--- src/rtl/core/ppi_fifo.sv ---
// Small register queue between the front and the back.
module ppi_fifo #(
  parameter int WIDTH = 8,
  parameter int DEPTH = 4
) (
  input  logic             clk_i,
  input  logic             rst_ni,
  input  logic             push_i,
  input  logic [WIDTH-1:0] data_i,
  output logic             full_o,
  input  logic             pop_i,
  output logic [WIDTH-1:0] data_o,
  output logic             empty_o
);
  localparam int PTR_W = (DEPTH > 1) ? $clog2(DEPTH) : 1;
  localparam int CNT_W = $clog2(DEPTH + 1);

  logic [WIDTH-1:0] mem_q [DEPTH];
  logic [PTR_W-1:0] wptr_q, rptr_q;
  logic [CNT_W-1:0] cnt_q;

  assign full_o  = (cnt_q == CNT_W'(DEPTH));
  assign empty_o = (cnt_q == '0);
  assign data_o  = mem_q[rptr_q];

  // Storage.
  always_ff @(posedge clk_i) begin
    if (push_i) begin
      mem_q[wptr_q] <= data_i;
    end
  end

  // Pointers and fill count.
  always_ff @(posedge clk_i or negedge rst_ni) begin
    if (!rst_ni) begin
      wptr_q <= '0;
      rptr_q <= '0;
      cnt_q  <= '0;
    end else begin
      if (push_i) begin
        wptr_q <= (wptr_q == PTR_W'(DEPTH - 1)) ? '0 : wptr_q + 1'b1;
      end
      if (pop_i) begin
        rptr_q <= (rptr_q == PTR_W'(DEPTH - 1)) ? '0 : rptr_q + 1'b1;
      end
      if (push_i && !pop_i) begin
        cnt_q <= cnt_q + 1'b1;
      end else if (pop_i && !push_i) begin
        cnt_q <= cnt_q - 1'b1;
      end
    end
  end

endmodule

--- config.mk ---
export PLATFORM = sky130hd
export DESIGN_NAME = ppi_fifo
export DESIGN_NICKNAME = d
export VERILOG_FILES = /design/src/rtl/core/ppi_fifo.sv
export SDC_FILE = /design/constraint.sdc
export NUM_CORES = 1
export LEC_CHECK = 0
export ABC_AREA = 1
export ABC_CLOCK_PERIOD_IN_PS = 2090
export BUFFER_PORTS_ARGS = -buffer_cell sky130_fd_sc_hd__buf_2
export CORE_MARGIN = 2
export CORE_UTILIZATION = 45
export DETAILED_ROUTE_END_ITERATION = 8
export PLACE_DENSITY = 0.76
export SETUP_SLACK_MARGIN = 0.15
export SKIP_CTS_REPAIR_TIMING = 1
export SYNTH_ARGS = -nofsm -noshare
export SYNTH_HDL_FRONTEND = slang
export SYNTH_SLANG_ARGS = --single-unit
--- constraint.sdc ---
create_clock -name clk_i -period 2.09 [get_ports clk_i]
set_clock_uncertainty 0.15 [all_clocks]
set_input_delay 0 -clock clk_i [delete_from_list [all_inputs] [get_ports clk_i]]
set_output_delay 0 -clock clk_i [all_outputs]
set_load 0.005 [all_outputs]
==> After elaboration in Yosys (flattened, before gate mapping) <==
Memories as Yosys holds them, arrays and structs flattened.
Cells that the tools add are included.
{ "word_totals": {"ram_bits": 32, "output_inout_bits": 10, "ff_bits": 7, "memories": 1, "in_bits": 12, "wordCells": 23} }
{ "mem_list": {"columns": ["name", "words", "word_bits", "rd", "rd_clocked_by_memory_dff", "write_ports", "line_no", "rtl"], "rows": [
  ["mem_q", 4, 8, 1, 0, 1, "18", "logic [WIDTH-1:0] mem_q [DEPTH];"]
]} }
{ "op_classes": {"n_eq_ne": 3, "muxes": 6, "reduce_logical": 6, "addsub": 4} }
{ "op_table": {"columns": ["operator", "n"], "rows": [
  ["3-bit two-way mux", 2],
  ["2-bit by 1-bit adder with 2-bit output, second input constant", 2],
  ["2-bit equality test, second input constant", 2],
  ["2-bit two-way mux", 2],
  ["3-bit by 1-bit adder with 3-bit output, second input constant", 1],
  ["3-bit equality test, second input constant", 1],
  ["3-bit zero test", 1],
  ["3-bit by 1-bit subtractor with 3-bit output, second input constant", 1],
  ["1-bit logical AND", 2],
  ["1-bit zero test", 2],
  ["1-bit two-way mux", 2],
  ["2-bit nonzero test", 1]
]} }

==> Depth between registers and ports, before layout <==
Gate-level depths: netlist of run 1.
{ "logic_depth": {"word_depth": 4, "depth_mapped": 9, "depth_no_buf": 9} }

==> Least setup slack after synthesis of run 1 <==
Ideal clock, no wire load.
{ "synth_timing": {"kind": "register -> register", "from": "register cnt_q[0]", "to": "register cnt_q[2]", "setup_time_ns": 0.117, "arrival_time_ns": 1.083, "path_buffers": 0, "t_required_ns": 1.823, "slack_ns": 0.740, "stages_incl_launch_ff": 6, "synth_period_minus_slack_ns": 1.350, "cell_sequence": "dfrtp_1 > fa_1 > nand2_1 > nand3_1 > nand2_1 > nand2_1"} }
{ "synth_via": {"elab_chain_len": 3, "elab_cells_between_ends": 4, "classes_between": "add/sub (2); mux (2)"} }
{ "synth_rtl": {"columns": ["item", "line_no", "rtl"], "rows": [
  ["start: declaration", "20", "logic [CNT_W-1:0] cnt_q;"],
  ["start signal: assignment", "47", "cnt_q <= cnt_q + 1'b1;"],
  ["start signal: assignment", "49", "cnt_q <= cnt_q - 1'b1;"],
  ["3-bit by 1-bit subtractor with 3-bit output", "49", null],
  ["3-bit two-way mux", "48", "end else if (pop_i && !push_i) begin"],
  ["3-bit two-way mux (*)", "46", "if (push_i && !pop_i) begin"]
]} }
Mark *: on every way between the ends. The rest lies on a longest branch, timed or not. The select of a mux whose other input is x is not followed.
A chain may end at the register's enable or synchronous reset.

==> Worst setup path after layout of run 1 <==
{ "layout_timing": {"from": "input push_i", "to": "register cnt_q[2]"} }
{ "layout_via": {"elab_chain_len": 3, "elab_cells_between_ends": 5, "classes_between": "mux (1); reduce/logical (4)"} }
{ "layout_rtl": {"columns": ["item", "line_no", "rtl"], "rows": [
  ["start: declaration", "8", "input logic push_i,"],
  ["1-bit zero test", "48", null],
  ["1-bit logical AND", "48", null],
  ["2-bit nonzero test (no source line)", null, null]
]} }
Several ways; a longest one is shown, not always the timed one.

==> flow_metrics.env, run 1 <==
export IMPL_ir_drop_v=0.000506
export IMPL_cts_buffers=5
export IMPL_place_inst=209
export IMPL_slowest_delay_ns=0.52
export IMPL_die_w_um=65.5
export IMPL_cap_violations=0
export IMPL_cp_slowest_cell="dlygate4sd3_1"
export IMPL_syn_area_um2=1700
export IMPL_start_util_pct=46.5
export IMPL_worstMarginPinSlew_ns=0.466
export IMPL_critical_path_required_ns=2.12
export IMPL_first_pass_iters=4
export IMPL_worst_setup_path_type="input port to flip-flop"
export IMPL_min_path_type="input port to flip-flop"
export IMPL_use_met2_pct=26.7
export IMPL_h_tree_depth=2
export IMPL_cts_tree="built"
export IMPL_grt_ovfl_total=0
export IMPL_p_leak_nw=0.909
export IMPL_setup_viol=0
export IMPL_power_w=0.00237
export IMPL_drive_gt1_share_pct=16.0
export IMPL_r2r_cells=4
export IMPL_die_area_um2=4290
export IMPL_finalSetupTns_ns=0
export IMPL_io_buffers=21
export IMPL_syn_mean_instance_area_um2=11.8
export IMPL_path_depth=9
export IMPL_die_height_um=65.5
export IMPL_slew_violations=0
export IMPL_area_growth_pct=19.1
export IMPL_track_usage_pct=15.4
export IMPL_busiest_layer="met2"
export IMPL_ys_seq_area_share_pct=66.7
export IMPL_whs_endpoint="mem_q[1][4]"
export IMPL_rows=22
export IMPL_end_kind="flip-flop"
export IMPL_nets=199
export IMPL_start_kind="input port"
export IMPL_place_hpwl_um=2000
export IMPL_core_um2=3660
export IMPL_min_from="data_i[4]"
export IMPL_insertion_delay_ns=0.28
export IMPL_totalWireLength_um=2990
export IMPL_clkSinkCount=39
export IMPL_ant_nets=0
export IMPL_grt_use_met1_pct=17.0
export IMPL_drtIter0Drc=28
export IMPL_cp_data_arrival_time_ns=1.70
export IMPL_multiInputGateArea_um2=417
export IMPL_io_pins=22
export IMPL_cp_max_fo=9
export IMPL_regArea_um2=1140
export IMPL_antenna_found_initial=0
export IMPL_timing_rr_start="wptr_q[1]"
export IMPL_synth_seq_cells=39
export IMPL_globalRouteMet3Util_pct=4.62
export IMPL_mostFrequentLayoutCells="38 x nand2_1, 32 x edfxtp_1, 27 x inv_1"
export IMPL_clk_pin_slew_worst_paths_ns=0.07
export IMPL_viasPerCell=4.79
export IMPL_fmax_mhz=599
export IMPL_min_period_ns=1.67
export IMPL_yosys_cell_types_count=17
export IMPL_hold_viol=0
export IMPL_antennaDiodeCount=0
export IMPL_grt_pass1_wl_um=4770
export IMPL_outcome="finished, final reports clean"
export IMPL_period_share_pct=79.8
export IMPL_drc=0
export IMPL_grt_pass1_vias=1094
export IMPL_rsz0062_at_grt="no"
export IMPL_ys_warn_count=0
export IMPL_worst_path_most_repeated_cell="nand2_1"
export IMPL_cts_max_path_buffers=2
export IMPL_final_util_pct=55.4
export IMPL_path_delay_family="buffers and inverters"
export IMPL_globalplace_congestion=0.711
export IMPL_grt_max_degree=34
export IMPL_wl_per_cell_um=13.1
export IMPL_power_density_nw_per_um2=1170
export IMPL_layout_commonest_cell="nand2_1"
export IMPL_rr_endpoint="mem_q[1][2]"
export IMPL_crit_chain="dlygate4sd3_1 > buf_2 > ha_1 > inv_1 > fa_1 > nand2_1 > nand3_1 > nand2_1 > nand2_1"
export IMPL_layoutNonFillerInstCount=229
export IMPL_vias=1097
export IMPL_synth_net_count=163
export IMPL_holdPathStages=2
export IMPL_synthCells=144
export IMPL_root_buffer="clkbuf_8"
export IMPL_path_buf_inv=3
export IMPL_reg2reg_slack_ns=0.59
export IMPL_slew_headroom_pct=68.9
export IMPL_fillCellCount=294
==> cell type report <==
| class | count | area share [%] |
|---|---|---|
| flip-flops and latches | 39 | 56.0 |
| clock inverters | 1 | 0.247 |
| clock buffers | 7 | 3.76 |
| well taps | 48 | 2.96 |
| repair buffers | 33 | 11.1 |
| inverters | 29 | 5.37 |
| multi-input cells | 72 | 20.5 |
==> state kept, by name (all words and copies together) (netlist names) <==
signal	flops
cnt_q	3
wptr_q	2
mem_q	32
rptr_q	2
==> metrics by stage <==
step                cell area [um^2]  setup slack [ns]  hold WS [ns]
floorplan                       1700             0.740        -0.446
global route                    2030             0.251         0.317
global placement                1830             0.673        -0.310
finish                          2030             0.422         0.316
detailed placement              1830             0.592        -0.303
CTS                             1910             0.428        -0.620
==> how the worst max path moves through the flow <==
stage	slack (ns)	to	startpoint
after floorplan	0.74	cnt_q[2]	cnt_q[0]
after global placement	0.67	mem_q[2][5]	wptr_q[0]
after detailed placement	0.59	mem_q[1][4]	wptr_q[1]
after CTS	0.43	data_o[6]	rptr_q[0]
after global routing	0.25	data_o[2]	rptr_q[0]
final	0.42	cnt_q[2]	push_i
==> per-layer routing <==
layer	vias to the layer above	wire [um]
li1	552	-
met1	515	1270
met2	21	1540
met3	9	100
met4	0	87
met5	-	0
==> report_power, final <==
group	total (W)	leakage, nW	internal [W]	switching [W]
Sequential	0.00116	0.378	0.00103	0.000125
Clock	0.000475	0.0422	0.000234	0.000241
Combinational	0.000735	0.489	0.000300	0.000435
==> synthesized netlist by cell type <==
library cell,instances,share of area [%]
nand2_1,38,8.4
edfxtp_1,32,56
inv_1,27,6.0
o211ai_1,16,7.1
dfrtp_1,7,10
ha_1,6,4.4
o21ai_0,4,1.2
buf_6,3,2.0
inv_2,2,0.44
nor3_1,2,0.59
a21oi_1,1,0.29
buf_4,1,0.44
fa_1,1,1.2
nand3_1,1,0.29
nand4_1,1,0.37
nor2_1,1,0.22
xnor2_1,1,0.51
==> logic make-up (layout without fill, tap and decap cells) <==
group	after synthesis	after routing	share of synthesized area, %
buffers and inverters	33	70	8.82
adders and majority gates	7	7	5.58
xor gates and xnor gates	1	1	0.514
and+or+nand+nor	43	43	9.85
DFF	39	39	66.7
AOI/OAI and AO/OA	21	21	8.52
Note: power is estimated with default switching activity, not from simulation.
==> inputs of run 2 (changes only) <==
- ABC_CLOCK_PERIOD_IN_PS: 2090 -> 1420
- PLACE_DENSITY: 0.76 -> 0.78
- clock period: 2.09 -> 1.42 ns (I/O delays scaled with it)
==> run 2 against run 1 <==
The flow now finishes with violations (negative setup slack). Total power rose by 96%. Utilization rose by 10 points. Register-to-register slack got worse by 0.53 ns. Global-route usage barely moved. Via count rose by 8.7%. Combinational power rose to 2.5 times the previous value. Clock-buffer cell count fell by 2. Worst setup slack got worse by 0.46 ns. Critical path depth fell by 3. Critical path type is now flip-flop to output pin. Worst hold slack got worse by 0.31 ns.
==> flow_metrics.env, run 2 (synthesis gave the netlist of run 1 again) <==
export IMPL_antennaDiodeCount=0
export IMPL_critical_path_required_ns=1.27
export IMPL_vias=1192
export IMPL_seq_power_share_pct=36.8
export IMPL_failed_checks="negative setup slack"
export IMPL_cts_buffers=5
export IMPL_totalWireLength_um=3530
export IMPL_power_switching_w=0.00152
export IMPL_min_from="pop_i"
export IMPL_p_int_w=0.00312
export IMPL_root_buffer="clkbuf_8"
export IMPL_period_share_pct=102
export IMPL_io_pins=22
export IMPL_largestRegisters="mem_q x32, cnt_q x3"
export IMPL_slew_violations=0
export IMPL_combPwrFrac_pct=40.2
export IMPL_viasPerCell=4.93
export IMPL_slew_headroom_pct=75.2
export IMPL_r2r_cells=4
export IMPL_largest_reg_flops=32
export IMPL_holdPathStages=4
export IMPL_ir_drop_v=0.00113
export IMPL_busiest_layer="met2"
export IMPL_clk_pin_slew_worst_paths_ns=0.07
export IMPL_rr_endpoint="mem_q[3][5]"
export IMPL_worst_setup_path_type="flip-flop to output pin"
export IMPL_cts_tree="built"
export IMPL_core_um2=3660
export IMPL_h_tree_depth=2
export IMPL_p_leak_nw=1.04
export IMPL_clkSinkCount=39
export IMPL_min_period_ns=1.46
export IMPL_grt_pass1_wl_um=4650
export IMPL_rows=22
export IMPL_grt_max_degree=34
export IMPL_grt_pass1_vias=1046
export IMPL_die_height_um=65.5
export IMPL_drive_gt1_share_pct=35.6
export IMPL_timing_rr_start="wptr_q[0]"
export IMPL_drtIter0Drc=42
export IMPL_fin_hold_ws_ns=0.00148
export IMPL_whs_endpoint="cnt_q[0]"
export IMPL_setup_viol=5
export IMPL_layoutNonFillerInstCount=242
export IMPL_area_growth_pct=40.7
export IMPL_mostFrequentLayoutCells="32 x edfxtp_1, 31 x nand2_1, 21 x buf_2"
export IMPL_die_area_um2=4290
export IMPL_start_kind="flip-flop"
export IMPL_min_path_type="input port to flip-flop"
export IMPL_clockPowerShare_pct=22.9
export IMPL_globalplace_congestion=0.776
export IMPL_grt_use_met1_pct=16.6
export IMPL_place_inst=211
export IMPL_hold_viol=0
export IMPL_end_kind="output pin"
export IMPL_cap_violations=0
export IMPL_finalSetupTns_ns=-0.102
export IMPL_layout_commonest_cell="edfxtp_1"
export IMPL_grt_ovfl_total=0
export IMPL_cp_data_arrival_time_ns=1.31
export IMPL_insertion_delay_ns=0.28
export IMPL_nets=212
export IMPL_worstMarginPinSlew_ns=0.370
export IMPL_place_hpwl_um=1990
export IMPL_antenna_found_initial=0
export IMPL_drc=0
export IMPL_setup_slack_ns=-0.0353
export IMPL_outcome="finished with violations"
export IMPL_cp_max_fo=8
export IMPL_rsz0062_at_grt="yes"
export IMPL_wl_per_cell_um=14.6
export IMPL_power_density_nw_per_um2=1940
export IMPL_ant_nets=0
export IMPL_globalRouteMet3Util_pct=5.82
export IMPL_first_pass_iters=4
export IMPL_reg2reg_slack_ns=0.06
export IMPL_cts_max_path_buffers=2
export IMPL_fmax_mhz=687
export IMPL_power_w=0.00464
export IMPL_use_met2_pct=25.9
export IMPL_switching_share_pct=32.7
export IMPL_track_usage_pct=15.5
export IMPL_io_buffers=21
export IMPL_largest_register="mem_q"
export IMPL_die_w_um=65.5
export IMPL_start_util_pct=46.5
==> run 2: changes by cell type in the layout (fill, tap and decap cells not counted), sizes merged <==
cell,before,now
buf,21,31
bufinv,0,2
clkinv,1,0
clkinvlp,0,1
dlygate4sd3,12,13
==> run 2: layer usage <==
| layer | vias up | routed length, um | part of all wire, % |
|---|---|---|---|
| met5 | - | 0 | 0 |
| met4 | 0 | 33 | 0.93 |
| met3 | 4 | 121 | 3.4 |
| li1 | 585 | - | - |
| met2 | 29 | 1950 | 55 |
| met1 | 574 | 1420 | 40 |
==> run 2: how the worst max path moves through the flow <==
| stage | to | slack [ns] | from |
|---|---|---|---|
| after detailed placement | mem_q[3][2] | 0.04 | wptr_q[0] |
| after floorplan | cnt_q[2] | 0.16 | cnt_q[1] |
| after global routing | data_o[7] | -0.11 | rptr_q[0] |
| final | data_o[0] | -0.04 | rptr_q[0] |
| after global placement | mem_q[3][1] | 0.11 | wptr_q[0] |
| after CTS | data_o[6] | -0.07 | rptr_q[0] |
==> run 2: power by group through the flow <==
stage / registers [W] / clock network (W) / logic [W]
3_5_place_dp: 0.00171 / 0 / 0.00117
2_1_floorplan: 0.00165 / 0 / 0.000823
3_3_place_gp: 0.00168 / 0 / 0.00110
4_1_cts: 0.00168 / 0.00109 / 0.00118
6_report: 0.00171 / 0.00107 / 0.00187
5_1_grt: 0.00174 / 0.00115 / 0.00202
==> run 2: area by class of cell <==
class | instances | area [um^2]
Timing Repair Buffer | 46 | 388
Fill cell | 269 | 1260
Inverter | 29 | 144
Clock inverter | 3 | 67.6
Tap cell | 48 | 60.1
Sequential cell | 39 | 1140
Multi-Input combinational cell | 72 | 529
Clock buffer | 5 | 68.8
==> run 2: worst max-delay path, cell delays in order (launching register included) <==
cell and delay (ns):
dfrtp_1 0.41, inv_4 0.11, clkbuf_16 0.16, nand2_1 0.06
o211ai_1 0.08, nand2_1 0.08, buf_2 0.13
==> run 2: stage by stage <==
stage,area (um^2),worst slack [ns],util [%]
global placement,1860,0.115,50.7
global route,2400,-0.110,65.4
CTS,1990,-0.0665,54.4
floorplan,1710,0.158,-
detailed placement,1860,0.0352,50.7
finish,2400,-0.0353,65.4
